**src/csa_pkg.sv**
```systemverilog
`timescale 1ns / 1ps

package csa_pkg;

    // Field widths of the request and response streams.
    localparam int KIND_W     = 2;
    localparam int VAR_W      = 16;
    localparam int SIZE_W     = 12;
    localparam int SLOT_OUT_W = 8;
    localparam int ERR_W      = 2;

    // A run length never exceeds the byte size it was rounded from.
    localparam int LEN_W = SIZE_W;

    // Stream packing.
    localparam int S_TDATA_W = 32;
    localparam int S_TUSER_W = KIND_W;
    localparam int M_TUSER_W = ERR_W + 1;

    // Request kinds.
    localparam logic [KIND_W-1:0] KIND_ALLOC = 2'd0;
    localparam logic [KIND_W-1:0] KIND_FREE  = 2'd1;
    localparam logic [KIND_W-1:0] KIND_FIND  = 2'd2;

    // Error codes.
    localparam logic [ERR_W-1:0] ERR_NONE       = 2'd0;
    localparam logic [ERR_W-1:0] ERR_NO_SPACE   = 2'd1;
    localparam logic [ERR_W-1:0] ERR_TABLE_FULL = 2'd2;

    // Controller to owner table.
    typedef struct packed {
        logic scan_start;
        logic wr_en;
        logic wr_valid;
    } tbl_cmd_t;

    // Owner table to controller.
    typedef struct packed {
        logic ready;
        logic done;
        logic hit;
        logic has_free;
    } tbl_stat_t;

    // Controller to slot map.
    typedef struct packed {
        logic fit_start;
        logic fill_start;
        logic fill_set;
    } map_cmd_t;

    // Slot map to controller.
    typedef struct packed {
        logic ready;
        logic done;
        logic fit_found;
    } map_stat_t;

endpackage

```
**src/csa_owner_table.sv**
```systemverilog
`timescale 1ns / 1ps

module csa_owner_table #(
    parameter int TABLE_ENTRIES = 64,
    parameter int START_W       = 8,
    parameter int RLEN_W        = 9
) (
    input  logic                                aclk,
    input  logic                                aresetn,
    input  csa_pkg::tbl_cmd_t                   cmd,
    input  logic [csa_pkg::VAR_W-1:0]           key,
    input  logic [$clog2(TABLE_ENTRIES)-1:0]    wr_idx,
    input  logic [START_W-1:0]                  wr_start,
    input  logic [RLEN_W-1:0]                   wr_len,
    output csa_pkg::tbl_stat_t                  stat,
    output logic [$clog2(TABLE_ENTRIES)-1:0]    hit_idx,
    output logic [$clog2(TABLE_ENTRIES)-1:0]    free_idx,
    output logic [START_W-1:0]                  hit_start,
    output logic [RLEN_W-1:0]                   hit_len
);
    import csa_pkg::*;

    localparam int IDX_W  = $clog2(TABLE_ENTRIES);
    localparam int WORD_W = 1 + VAR_W + START_W + RLEN_W;
    localparam logic [IDX_W-1:0] LAST_IDX = IDX_W'(TABLE_ENTRIES - 1);

    // Entry word: {valid, variable, start, length}.
    logic [WORD_W-1:0] mem [TABLE_ENTRIES];
    logic [WORD_W-1:0] rd_word_reg;

    logic              clr_busy_reg;
    logic [IDX_W-1:0]  clr_addr_reg;
    logic              issue_reg;
    logic [IDX_W-1:0]  rd_addr_reg;
    logic              pend_reg;
    logic [IDX_W-1:0]  pend_idx_reg;
    logic              done_reg;
    logic              hit_reg;
    logic              free_reg;
    logic [IDX_W-1:0]  hit_idx_reg;
    logic [IDX_W-1:0]  free_idx_reg;
    logic [START_W-1:0] hit_start_reg;
    logic [RLEN_W-1:0] hit_len_reg;

    logic              wr_en;
    logic [IDX_W-1:0]  wr_addr;
    logic [WORD_W-1:0] wr_word;
    logic              rd_valid;
    logic [VAR_W-1:0]  rd_var;
    logic [START_W-1:0] rd_start;
    logic [RLEN_W-1:0] rd_len;

    // The clearing pass after reset owns the write port until it is done.
    always_comb begin
        wr_en   = clr_busy_reg | cmd.wr_en;
        wr_addr = clr_busy_reg ? clr_addr_reg : wr_idx;
        wr_word = clr_busy_reg ? '0 : {cmd.wr_valid, key, wr_start, wr_len};
    end

    // Single-port write, registered read.
    always_ff @(posedge aclk) begin
        if (wr_en) begin
            mem[wr_addr] <= wr_word;
        end
        rd_word_reg <= mem[rd_addr_reg];
    end

    assign rd_valid = rd_word_reg[WORD_W-1];
    assign rd_var   = rd_word_reg[WORD_W-2 -: VAR_W];
    assign rd_start = rd_word_reg[RLEN_W +: START_W];
    assign rd_len   = rd_word_reg[RLEN_W-1:0];

    // Linear scan: one read issued per cycle, the word is checked in the cycle after.
    // The first matching valid entry and the first invalid entry are kept.
    always_ff @(posedge aclk) begin
        if (!aresetn) begin
            clr_busy_reg <= 1'b1;
            clr_addr_reg <= '0;
            issue_reg    <= 1'b0;
            rd_addr_reg  <= '0;
            pend_reg     <= 1'b0;
            done_reg     <= 1'b0;
            hit_reg      <= 1'b0;
            free_reg     <= 1'b0;
        end else begin
            done_reg     <= 1'b0;
            pend_reg     <= issue_reg;
            pend_idx_reg <= rd_addr_reg;

            if (clr_busy_reg) begin
                clr_addr_reg <= clr_addr_reg + 1'b1;
                if (clr_addr_reg == LAST_IDX) begin
                    clr_busy_reg <= 1'b0;
                    clr_addr_reg <= '0;
                end
            end

            if (cmd.scan_start) begin
                issue_reg   <= 1'b1;
                rd_addr_reg <= '0;
                hit_reg     <= 1'b0;
                free_reg    <= 1'b0;
            end else if (issue_reg) begin
                rd_addr_reg <= rd_addr_reg + 1'b1;
                if (rd_addr_reg == LAST_IDX) begin
                    issue_reg   <= 1'b0;
                    rd_addr_reg <= '0;
                end
            end

            if (pend_reg) begin
                if (rd_valid && rd_var == key && !hit_reg) begin
                    hit_reg       <= 1'b1;
                    hit_idx_reg   <= pend_idx_reg;
                    hit_start_reg <= rd_start;
                    hit_len_reg   <= rd_len;
                end
                if (!rd_valid && !free_reg) begin
                    free_reg     <= 1'b1;
                    free_idx_reg <= pend_idx_reg;
                end
                if (pend_idx_reg == LAST_IDX) begin
                    done_reg <= 1'b1;
                end
            end
        end
    end

    assign stat.ready    = !clr_busy_reg;
    assign stat.done     = done_reg;
    assign stat.hit      = hit_reg;
    assign stat.has_free = free_reg;
    assign hit_idx       = hit_idx_reg;
    assign free_idx      = free_idx_reg;
    assign hit_start     = hit_start_reg;
    assign hit_len       = hit_len_reg;

`ifndef SYNTHESIS
    // A scan is only started on an idle, initialized table.
    a_scan_idle: assert property (@(posedge aclk) disable iff (!aresetn)
        cmd.scan_start |-> !clr_busy_reg && !issue_reg && !pend_reg)
        else $error("owner table scan started while busy");

    // Entry writes never collide with a scan or the clearing pass.
    a_write_idle: assert property (@(posedge aclk) disable iff (!aresetn)
        cmd.wr_en |-> !clr_busy_reg && !issue_reg && !pend_reg)
        else $error("owner table written while busy");

    // A matching entry is valid and a free one is not, so they cannot coincide.
    a_hit_free_apart: assert property (@(posedge aclk) disable iff (!aresetn)
        hit_reg && free_reg |-> hit_idx_reg != free_idx_reg)
        else $error("hit entry and free entry are the same");
`endif

endmodule

```
**src/csa_slot_map.sv**
```systemverilog
`timescale 1ns / 1ps

module csa_slot_map #(
    parameter int MAX_SLOTS = 256
) (
    input  logic                                aclk,
    input  logic                                aresetn,
    input  csa_pkg::map_cmd_t                   cmd,
    input  logic [csa_pkg::LEN_W-1:0]           fit_len,
    input  logic [$clog2(MAX_SLOTS+1)-1:0]      high_water,
    input  logic [$clog2(MAX_SLOTS)-1:0]        fill_start,
    input  logic [$clog2(MAX_SLOTS+1)-1:0]      fill_count,
    output csa_pkg::map_stat_t                  stat,
    output logic [$clog2(MAX_SLOTS)-1:0]        fit_pos
);
    import csa_pkg::*;

    localparam int ADDR_W = $clog2(MAX_SLOTS);
    localparam int HW_W   = $clog2(MAX_SLOTS + 1);
    localparam int CMP_W  = ((HW_W > LEN_W) ? HW_W : LEN_W) + 1;
    localparam logic [ADDR_W-1:0] LAST_ADDR = ADDR_W'(MAX_SLOTS - 1);

    // One busy bit per slot.
    logic mem [MAX_SLOTS];
    logic rd_bit_reg;

    logic              clr_busy_reg;
    logic [ADDR_W-1:0] clr_addr_reg;
    logic              fill_busy_reg;
    logic [ADDR_W-1:0] fill_addr_reg;
    logic [HW_W-1:0]   fill_left_reg;
    logic              fill_set_reg;
    logic              fit_busy_reg;
    logic              issue_reg;
    logic [ADDR_W-1:0] rd_addr_reg;
    logic [ADDR_W-1:0] last_addr_reg;
    logic              pend_reg;
    logic [ADDR_W-1:0] pend_addr_reg;
    logic [LEN_W-1:0]  len_reg;
    logic [LEN_W-1:0]  run_reg;
    logic [ADDR_W-1:0] pos_reg;
    logic              found_reg;
    logic              done_reg;

    logic              wr_en;
    logic [ADDR_W-1:0] wr_addr;
    logic              wr_bit;
    logic [LEN_W-1:0]  run_inc;
    logic [LEN_W-1:0]  run_next;
    logic              run_hit;
    logic [ADDR_W-1:0] pos_calc;
    logic              too_long;

    // Write port: clearing pass first, then the fill sweep.
    always_comb begin
        wr_en   = clr_busy_reg | fill_busy_reg;
        wr_addr = clr_busy_reg ? clr_addr_reg : fill_addr_reg;
        wr_bit  = clr_busy_reg ? 1'b0 : fill_set_reg;
    end

    always_ff @(posedge aclk) begin
        if (wr_en) begin
            mem[wr_addr] <= wr_bit;
        end
        rd_bit_reg <= mem[rd_addr_reg];
    end

    // Free-run counting: a run of len free slots ending at the checked slot.
    always_comb begin
        run_inc  = LEN_W'(run_reg + 1'b1);
        run_next = rd_bit_reg ? '0 : run_inc;
        run_hit  = !rd_bit_reg && (run_inc == len_reg);
        pos_calc = ADDR_W'(CMP_W'(pend_addr_reg) + CMP_W'(1) - CMP_W'(len_reg));
        too_long = CMP_W'(fit_len) > CMP_W'(high_water);
    end

    always_ff @(posedge aclk) begin
        if (!aresetn) begin
            clr_busy_reg  <= 1'b1;
            clr_addr_reg  <= '0;
            fill_busy_reg <= 1'b0;
            fit_busy_reg  <= 1'b0;
            issue_reg     <= 1'b0;
            rd_addr_reg   <= '0;
            pend_reg      <= 1'b0;
            found_reg     <= 1'b0;
            done_reg      <= 1'b0;
        end else begin
            done_reg      <= 1'b0;
            pend_reg      <= issue_reg;
            pend_addr_reg <= rd_addr_reg;

            // Clearing pass after reset.
            if (clr_busy_reg) begin
                clr_addr_reg <= clr_addr_reg + 1'b1;
                if (clr_addr_reg == LAST_ADDR) begin
                    clr_busy_reg <= 1'b0;
                    clr_addr_reg <= '0;
                end
            end

            // Fill sweep: sets or clears one slot per cycle.
            if (cmd.fill_start) begin
                if (fill_count == '0) begin
                    done_reg <= 1'b1;
                end else begin
                    fill_busy_reg <= 1'b1;
                    fill_addr_reg <= fill_start;
                    fill_left_reg <= fill_count;
                    fill_set_reg  <= cmd.fill_set;
                end
            end else if (fill_busy_reg) begin
                fill_addr_reg <= fill_addr_reg + 1'b1;
                fill_left_reg <= fill_left_reg - 1'b1;
                if (fill_left_reg == HW_W'(1)) begin
                    fill_busy_reg <= 1'b0;
                    done_reg      <= 1'b1;
                end
            end

            // First-fit scan over slots below the high-water mark.
            if (cmd.fit_start) begin
                len_reg   <= fit_len;
                run_reg   <= '0;
                found_reg <= 1'b0;
                pos_reg   <= '0;
                if (fit_len == '0) begin
                    done_reg  <= 1'b1;
                    found_reg <= 1'b1;
                end else if (too_long) begin
                    done_reg <= 1'b1;
                end else begin
                    fit_busy_reg  <= 1'b1;
                    issue_reg     <= 1'b1;
                    rd_addr_reg   <= '0;
                    last_addr_reg <= ADDR_W'(high_water - 1'b1);
                end
            end else if (fit_busy_reg) begin
                if (issue_reg) begin
                    rd_addr_reg <= rd_addr_reg + 1'b1;
                    if (rd_addr_reg == last_addr_reg) begin
                        issue_reg   <= 1'b0;
                        rd_addr_reg <= '0;
                    end
                end
                if (pend_reg) begin
                    run_reg <= run_next;
                    if (run_hit) begin
                        found_reg    <= 1'b1;
                        pos_reg      <= pos_calc;
                        done_reg     <= 1'b1;
                        fit_busy_reg <= 1'b0;
                        issue_reg    <= 1'b0;
                        rd_addr_reg  <= '0;
                    end else if (pend_addr_reg == last_addr_reg) begin
                        done_reg     <= 1'b1;
                        fit_busy_reg <= 1'b0;
                    end
                end
            end
        end
    end

    assign stat.ready     = !clr_busy_reg;
    assign stat.done      = done_reg;
    assign stat.fit_found = found_reg;
    assign fit_pos        = pos_reg;

`ifndef SYNTHESIS
    // Commands only arrive when the map is idle.
    a_cmd_idle: assert property (@(posedge aclk) disable iff (!aresetn)
        cmd.fit_start || cmd.fill_start |-> !fit_busy_reg && !fill_busy_reg && !clr_busy_reg)
        else $error("slot map command while busy");

    // The scan and the fill sweep never run together.
    a_one_job: assert property (@(posedge aclk) disable iff (!aresetn)
        !(fit_busy_reg && fill_busy_reg))
        else $error("scan and fill active together");

    // Scan reads stay below the high-water mark.
    a_scan_bound: assert property (@(posedge aclk) disable iff (!aresetn)
        fit_busy_reg && issue_reg |-> rd_addr_reg <= last_addr_reg)
        else $error("scan address beyond high-water mark");
`endif

endmodule

```
**src/contiguous_slot_allocator.sv**
```systemverilog
`timescale 1ns / 1ps

// Contiguous stack-slot allocator with a first-fit search over a slot bitmap.
// Requests arrive on the s_ channel: s_tuser carries the kind (allocate, free,
// find), s_tdata the variable and the byte size. Each request gives exactly one
// response on the m_ channel: slot index in m_tdata, found and error in m_tuser.
// Requests are handled one at a time. Every request first scans the owner table,
// one entry per cycle. An allocate then scans the bitmap up to the high-water
// mark and marks the run, one slot per cycle; a free clears its recorded run
// the same way. The next request can be accepted in the same cycle as the
// response is presented. After reset both memories are swept to zero, one
// entry per cycle; s_tready stays low meanwhile.
// The response sits in an output register. When the receiver stalls, the next
// request is still taken and processed; its response waits until the register
// is free, and only then is a further request accepted.
module contiguous_slot_allocator #(
    parameter int MAX_SLOTS     = 256,
    parameter int TABLE_ENTRIES = 64,
    parameter int SLOT_BYTES    = 8
) (
    input  logic                               aclk,
    input  logic                               aresetn,
    input  logic                               s_tvalid,
    output logic                               s_tready,
    // [15:0] variable_id, [27:16] size_bytes, [31:28] zero
    input  logic [csa_pkg::S_TDATA_W-1:0]      s_tdata,
    // [1:0] kind
    input  logic [csa_pkg::S_TUSER_W-1:0]      s_tuser,
    output logic                               m_tvalid,
    input  logic                               m_tready,
    // [7:0] slot_index
    output logic [csa_pkg::SLOT_OUT_W-1:0]     m_tdata,
    // [0] found, [2:1] error_code
    output logic [csa_pkg::M_TUSER_W-1:0]      m_tuser
);
    import csa_pkg::*;

    localparam int ADDR_W   = $clog2(MAX_SLOTS);
    localparam int HW_W     = $clog2(MAX_SLOTS + 1);
    localparam int IDX_W    = $clog2(TABLE_ENTRIES);
    localparam int CMP_W    = ((HW_W > LEN_W) ? HW_W : LEN_W) + 1;
    // Round-up division by the slot size as a reciprocal multiply.
    localparam int RECIP_SH = 20;
    localparam int RECIP_W  = RECIP_SH + 1;
    localparam int RECIP    = (2 ** RECIP_SH + SLOT_BYTES - 1) / SLOT_BYTES;
    localparam int NUM_W    = SIZE_W + 1;
    localparam int PROD_W   = NUM_W + RECIP_W;

    typedef enum logic [2:0] {
        ST_INIT,
        ST_IDLE,
        ST_LOOKUP,
        ST_FIT,
        ST_FILL,
        ST_RESULT
    } state_t;

    state_t               state_reg;
    logic [KIND_W-1:0]    kind_reg;
    logic [VAR_W-1:0]     var_reg;
    logic [SIZE_W-1:0]    size_reg;
    logic [LEN_W-1:0]     len_reg;
    logic [HW_W-1:0]      hw_reg;
    tbl_cmd_t             tbl_cmd_reg;
    map_cmd_t             map_cmd_reg;
    logic [IDX_W-1:0]     wr_idx_reg;
    logic [ADDR_W-1:0]    wr_start_reg;
    logic [HW_W-1:0]      wr_len_reg;
    logic [ADDR_W-1:0]    fill_start_reg;
    logic [HW_W-1:0]      fill_count_reg;
    logic [SLOT_OUT_W-1:0] res_slot_reg;
    logic                 res_found_reg;
    logic [ERR_W-1:0]     res_err_reg;
    logic                 m_tvalid_reg;
    logic [SLOT_OUT_W-1:0] m_tdata_reg;
    logic [M_TUSER_W-1:0] m_tuser_reg;

    tbl_stat_t            tbl_stat;
    logic [IDX_W-1:0]     hit_idx;
    logic [IDX_W-1:0]     free_idx;
    logic [ADDR_W-1:0]    hit_start;
    logic [HW_W-1:0]      hit_len;
    map_stat_t            map_stat;
    logic [ADDR_W-1:0]    fit_pos;

    logic [NUM_W-1:0]     num;
    logic [PROD_W-1:0]    prod;
    logic [LEN_W-1:0]     len_calc;
    logic [CMP_W-1:0]     app_end;
    logic                 space_ok;
    logic                 table_ok;
    logic [ADDR_W-1:0]    alloc_start;

    csa_owner_table #(
        .TABLE_ENTRIES (TABLE_ENTRIES),
        .START_W       (ADDR_W),
        .RLEN_W        (HW_W)
    ) u_table (
        .aclk      (aclk),
        .aresetn   (aresetn),
        .cmd       (tbl_cmd_reg),
        .key       (var_reg),
        .wr_idx    (wr_idx_reg),
        .wr_start  (wr_start_reg),
        .wr_len    (wr_len_reg),
        .stat      (tbl_stat),
        .hit_idx   (hit_idx),
        .free_idx  (free_idx),
        .hit_start (hit_start),
        .hit_len   (hit_len)
    );

    csa_slot_map #(
        .MAX_SLOTS (MAX_SLOTS)
    ) u_map (
        .aclk       (aclk),
        .aresetn    (aresetn),
        .cmd        (map_cmd_reg),
        .fit_len    (len_reg),
        .high_water (hw_reg),
        .fill_start (fill_start_reg),
        .fill_count (fill_count_reg),
        .stat       (map_stat),
        .fit_pos    (fit_pos)
    );

    // Slot count: ceil(size / SLOT_BYTES), registered during the table scan.
    always_comb begin
        num      = NUM_W'(size_reg) + NUM_W'(SLOT_BYTES - 1);
        prod     = PROD_W'(num) * PROD_W'(RECIP_W'(RECIP));
        len_calc = prod[RECIP_SH +: LEN_W];
    end

    // Allocation decision once the first-fit scan is done.
    always_comb begin
        app_end     = CMP_W'(hw_reg) + CMP_W'(len_reg);
        space_ok    = map_stat.fit_found || (app_end <= CMP_W'(MAX_SLOTS));
        table_ok    = tbl_stat.hit || tbl_stat.has_free;
        alloc_start = map_stat.fit_found ? fit_pos : ADDR_W'(hw_reg);
    end

    assign s_tready = (state_reg == ST_IDLE);
    assign m_tvalid = m_tvalid_reg;
    assign m_tdata  = m_tdata_reg;
    assign m_tuser  = m_tuser_reg;

    // Request sequencer and response register.
    always_ff @(posedge aclk) begin
        if (!aresetn) begin
            state_reg    <= ST_INIT;
            hw_reg       <= '0;
            tbl_cmd_reg  <= '0;
            map_cmd_reg  <= '0;
            m_tvalid_reg <= 1'b0;
        end else begin
            tbl_cmd_reg <= '0;
            map_cmd_reg <= '0;
            if (m_tvalid_reg && m_tready) begin
                m_tvalid_reg <= 1'b0;
            end

            case (state_reg)
                ST_INIT: begin
                    if (tbl_stat.ready && map_stat.ready) begin
                        state_reg <= ST_IDLE;
                    end
                end

                ST_IDLE: begin
                    if (s_tvalid) begin
                        kind_reg               <= s_tuser[KIND_W-1:0];
                        var_reg                <= s_tdata[VAR_W-1:0];
                        size_reg               <= s_tdata[VAR_W +: SIZE_W];
                        tbl_cmd_reg.scan_start <= 1'b1;
                        state_reg              <= ST_LOOKUP;
                    end
                end

                ST_LOOKUP: begin
                    len_reg <= len_calc;
                    if (tbl_stat.done) begin
                        res_slot_reg  <= '0;
                        res_found_reg <= 1'b0;
                        res_err_reg   <= ERR_NONE;
                        state_reg     <= ST_RESULT;
                        case (kind_reg)
                            KIND_ALLOC: begin
                                map_cmd_reg.fit_start <= 1'b1;
                                state_reg             <= ST_FIT;
                            end
                            KIND_FREE: begin
                                if (tbl_stat.hit) begin
                                    map_cmd_reg.fill_start <= 1'b1;
                                    map_cmd_reg.fill_set   <= 1'b0;
                                    fill_start_reg         <= hit_start;
                                    fill_count_reg         <= hit_len;
                                    tbl_cmd_reg.wr_en      <= 1'b1;
                                    tbl_cmd_reg.wr_valid   <= 1'b0;
                                    wr_idx_reg             <= hit_idx;
                                    wr_start_reg           <= hit_start;
                                    wr_len_reg             <= hit_len;
                                    res_slot_reg           <= SLOT_OUT_W'(hit_start);
                                    res_found_reg          <= 1'b1;
                                    state_reg              <= ST_FILL;
                                end
                            end
                            KIND_FIND: begin
                                if (tbl_stat.hit) begin
                                    res_slot_reg  <= SLOT_OUT_W'(hit_start);
                                    res_found_reg <= 1'b1;
                                end
                            end
                            default: begin
                                res_found_reg <= 1'b0;
                            end
                        endcase
                    end
                end

                ST_FIT: begin
                    if (map_stat.done) begin
                        if (!space_ok) begin
                            res_err_reg <= ERR_NO_SPACE;
                            state_reg   <= ST_RESULT;
                        end else if (!table_ok) begin
                            res_err_reg <= ERR_TABLE_FULL;
                            state_reg   <= ST_RESULT;
                        end else begin
                            map_cmd_reg.fill_start <= 1'b1;
                            map_cmd_reg.fill_set   <= 1'b1;
                            fill_start_reg         <= alloc_start;
                            fill_count_reg         <= HW_W'(len_reg);
                            if (!map_stat.fit_found) begin
                                hw_reg <= HW_W'(app_end);
                            end
                            // An existing entry keeps its old run.
                            if (!tbl_stat.hit) begin
                                tbl_cmd_reg.wr_en    <= 1'b1;
                                tbl_cmd_reg.wr_valid <= 1'b1;
                                wr_idx_reg           <= free_idx;
                                wr_start_reg         <= alloc_start;
                                wr_len_reg           <= HW_W'(len_reg);
                            end
                            res_slot_reg  <= SLOT_OUT_W'(alloc_start);
                            res_found_reg <= 1'b1;
                            state_reg     <= ST_FILL;
                        end
                    end
                end

                ST_FILL: begin
                    if (map_stat.done) begin
                        state_reg <= ST_RESULT;
                    end
                end

                ST_RESULT: begin
                    if (!m_tvalid_reg || m_tready) begin
                        m_tvalid_reg <= 1'b1;
                        m_tdata_reg  <= res_slot_reg;
                        m_tuser_reg  <= {res_err_reg, res_found_reg};
                        state_reg    <= ST_IDLE;
                    end
                end

                default: begin
                    state_reg <= ST_INIT;
                end
            endcase
        end
    end

`ifndef SYNTHESIS
    // The high-water mark only grows between resets.
    a_hw_grows: assert property (@(posedge aclk)
        aresetn && $past(aresetn) |-> hw_reg >= $past(hw_reg))
        else $error("high-water mark decreased");

    // The high-water mark never passes the slot count.
    a_hw_bound: assert property (@(posedge aclk) disable iff (!aresetn)
        CMP_W'(hw_reg) <= CMP_W'(MAX_SLOTS))
        else $error("high-water mark beyond capacity");

    // A response never reports success together with an error.
    a_found_no_err: assert property (@(posedge aclk) disable iff (!aresetn)
        m_tvalid_reg && m_tuser_reg[0] |-> m_tuser_reg[M_TUSER_W-1:1] == ERR_NONE)
        else $error("found response carries an error");

    // Any response without a match reports slot zero.
    a_miss_zero: assert property (@(posedge aclk) disable iff (!aresetn)
        m_tvalid_reg && !m_tuser_reg[0] |-> m_tdata_reg == '0)
        else $error("unmatched response with nonzero slot");
`endif

endmodule

```
**config.mk**
```make
export PLATFORM = sky130hd
export DESIGN_NAME = contiguous_slot_allocator
export DESIGN_NICKNAME = d
export VERILOG_FILES = /design/src/csa_pkg.sv /design/src/csa_owner_table.sv /design/src/csa_slot_map.sv /design/src/contiguous_slot_allocator.sv
export SDC_FILE = /design/constraint.sdc
export NUM_CORES = 2
export LEC_CHECK = 0
export ABC_AREA = 1
export BUFFER_PORTS_ARGS = -buffer_cell sky130_fd_sc_hd__buf_2
export CAP_MARGIN = 25
export CORE_UTILIZATION = 30
export CTS_CLUSTER_DIAMETER = 50
export DETAILED_ROUTE_END_ITERATION = 7
export GPL_TIMING_DRIVEN = 0
export PLACE_DENSITY = 0.49
export SLEW_MARGIN = 20
export SYNTH_ARGS = -nofsm -noshare
export SYNTH_HDL_FRONTEND = slang
export SYNTH_SLANG_ARGS = --single-unit
export TNS_END_PERCENT = 100
```
**constraint.sdc**
```tcl
create_clock -name aclk -period 9.35 [get_ports aclk]
set_clock_uncertainty 0.15 [all_clocks]
set_input_delay 1.4025 -clock aclk [delete_from_list [all_inputs] [get_ports aclk]]
set_output_delay 1.4025 -clock aclk [all_outputs]
set_load 0.03 [all_outputs]
```
==> results.txt <==
Fill count - 34.3k
Post-detail-place hpwl - 329000 um
GRT Util Overall - 0.243
Input/output buffers - 46
DRT iter0 DRCs - 13.0k
Failing checks - DRC
Synthesis warning total - 0
Antenna violations before repair - 39
Routability Congestion - 0.973
Routed WL - 458000 um
Die width - 604 um
Pwr/cell area - 201 nW/um^2
# hold bufs at CTS - 0
Synth Flop Type - edfxtp_1
Crit path DAT - 5.42 ns
Leakage - 0.0453 uW
Largest net degree at the start of global routing - 48
Wire per inst - 32.3 um
Layout cell share with drive strength beyond 1 - 0.126
Worst-path clk slew - 0.06 ns
Worst R2R Path Depth - 8
Vias in the first global route - 74.2k
Drc violations - 1
Max Fclk - 0.199 GHz
Via-to-Cell Ratio - 5.63
Synth Cell Area - 109000 um^2
Synth cell count leaders - edfxtp_1, nor2_1, o21ai_0
CORE AREA - 360000 um^2
Synth top area share - 0.727
Post-synth EDFFs - 2633
Fin worst setup slack - 4.33 ns
Final setup fails - 0
Min Tclk post-route - 5.02 ns
CTS sink count - 2728
Slew HR - 0.189
Count leader, synth - edfxtp_1
Critical Path Sink Type - flip-flop
RSZ-0062 raised after global routing - false
Yosys reg bits - 2728
Remaining antenna violation count - 0
Max reg flops - 2176
CTS Root Cell - clkbuf_16
Via Count - 79.9k
Reg2Reg Launch Point - u_table.rd_addr_reg[2]
Top post-synthesis cells by area - edfxtp_1, nor2_1, o21ai_0
CP endpoint - u_table.rd_word_reg[3]
Die area - 365000 um^2
Post-cts gate resize count - 0
Placement Setup Slack - 4.68 ns
CP Launch Point - u_table.rd_addr_reg[2]
CTS Buffer Depth - 4
Multi-input gate area - 25300 um^2
Status - complete, but fails checks
Final hold vios - 0
Drt first pass iters - 8
Actual slew at the worst max-slew pin - 1.22 ns
Max Cap Violations - 0
Fin crit share - 0.537
CTS tree - built
Yosys top cell by area - edfxtp_1
Final Net Count - 9217
FF/Latch Area - 81000 um^2
Grt ovf - 0
Cell variety after synth - 56
Post-Syn Nets - 8584
Synth-to-layout area growth - 21.8%
First-pass GRT wire length - 616000 um
R2R Path End - u_table.rd_word_reg[3]
Row count - 220
Syn Area/Cell - 12.8 um^2
Critical Path Source Type - flip-flop
Max rail drop VDD - 155 uV
Max-slew violations - 0
Setup slack, reg-to-reg - 4.33 ns
Post-Syn Instances - 8502
Clk_lat worst skew - 0.93 ns
Ports - 51
Initial Util - 0.302
Register area share after synthesis - 0.744
Critical path data required time - 9.75 ns
Post-CTS Setup Bufs - 0
CTS buffer count - 330
Worst hold path type - reg2reg
Chip Height - 604 um
Worst Path Max Fanout - 10
Htree depth - 5
Async SR Flop Fraction - 0
Final hold slack - 0.252 ns
Critical Setup Path Class - reg2reg
-- layout by cell type, fill, tap and decap left out, types with 24 or more instances in the layout --
master	Yosys	routed
bufinv_16	0	33
nor2_1	1714	1612
xor2_1	31	31
buf_16	0	109
nor3_1	27	26
buf_12	0	123
o21ai_1	28	28
nand2_1	576	576
clkinv_2	0	45
diode_2	0	24
buf_2	160	208
clkbuf_1	359	387
nand4_1	75	75
o211ai_1	70	70
inv_1	209	209
inv_6	0	24
buf_6	12	27
nor2_4	1	102
clkbuf_16	0	339
dfxtp_1	95	95
o22ai_1	376	376
a21oi_1	117	115
edfxtp_1	2633	2633
o221ai_1	238	238
o21ai_0	1269	1269
nand3_1	279	279
clkinv_1	7	52
ha_1	42	42
-- per-stage QoR --
stage | setup TNS [ns] | instance area [um^2] | utilization | total power, uW | instances
final | 0 | 133000 | 0.368 | 26700 | 14200
after CTS | 0 | 132000 | 0.368 | 26700 | 14200
after floorplan | 0 | 109000 | - | 13700 | 8502
after global routing | 0 | 132000 | 0.368 | 27200 | 14200
after global placement | -763.72 | 115000 | 0.319 | 13800 | 13300
after detailed placement | 0 | 121000 | 0.337 | 13900 | 13600
-- worst min path at each step --
stage                                       start                   end  slack, ns  depth (start not counted)
after detailed placement  u_table.rd_word_reg[14]  u_table.hit_start[5]       0.24                          0
after floorplan                    map_cmd_reg[0]    u_map.fill_set_reg       0.24                          0
after global routing      u_table.rd_word_reg[14]  u_table.hit_start[5]       0.26                          0
final                     u_table.rd_word_reg[14]  u_table.hit_start[5]       0.25                          0
after CTS                 u_table.rd_word_reg[14]  u_table.hit_start[5]       0.25                          0
after global placement     u_table.rd_word_reg[7]    u_table.hit_len[7]       0.24                          0
-- routing by layer --
layer | track usage | routed length [um]
met1 | 0.313 | 172000
met2 | 0.365 | 199000
met3 | 0.0753 | 58900
met4 | 0.129 | 28200
met5 | 0 | 144
-- worst max-delay path, cell delays in order (launching register included) --
cell and delay [ns]:
dfxtp_1 0.37, buf_2 0.36, clkbuf_1 0.94, clkbuf_1 0.78, o221ai_1 0.37, nand3_1 0.63, nand4_1 0.37, nand3_1 0.16
nand3_1 0.49
-- layout make-up --
cell class,count,share of cell area
Inverter,235,0.00667
Sequential cell,2728,0.611
Buffer,563,0.0186
Timing Repair Buffer,301,0.0450
Clock inverter,205,0.0165
Multi-Input combinational cell,4976,0.191
Clock buffer,390,0.0660
Antenna cell,24,0.000453
Tap cell,4773,0.0451
-- power breakdown --
part           switching [uW]  leakage (uW)  internal, uW
Clock                    5340       0.00531          7670
Sequential               29.9        0.0264         13300
Combinational             258        0.0136          87.2
-- cell families (layout without fill, tap and decap cells) --
kind of cell,Yosys count,count (layout),share of synthesized area
buffers and inverters,798,1694,0.0306
flip-flops,2728,2728,0.744
other,0,24,0
adder cells (fa/ha/maj),44,44,0.00520
AND/OR/NAND/NOR,2723,2723,0.101
XOR/XNOR,44,44,0.00354
AO/OA/AOI/OAI,2165,2165,0.116
No activity file was read; power rests on OpenSTA's default activity.
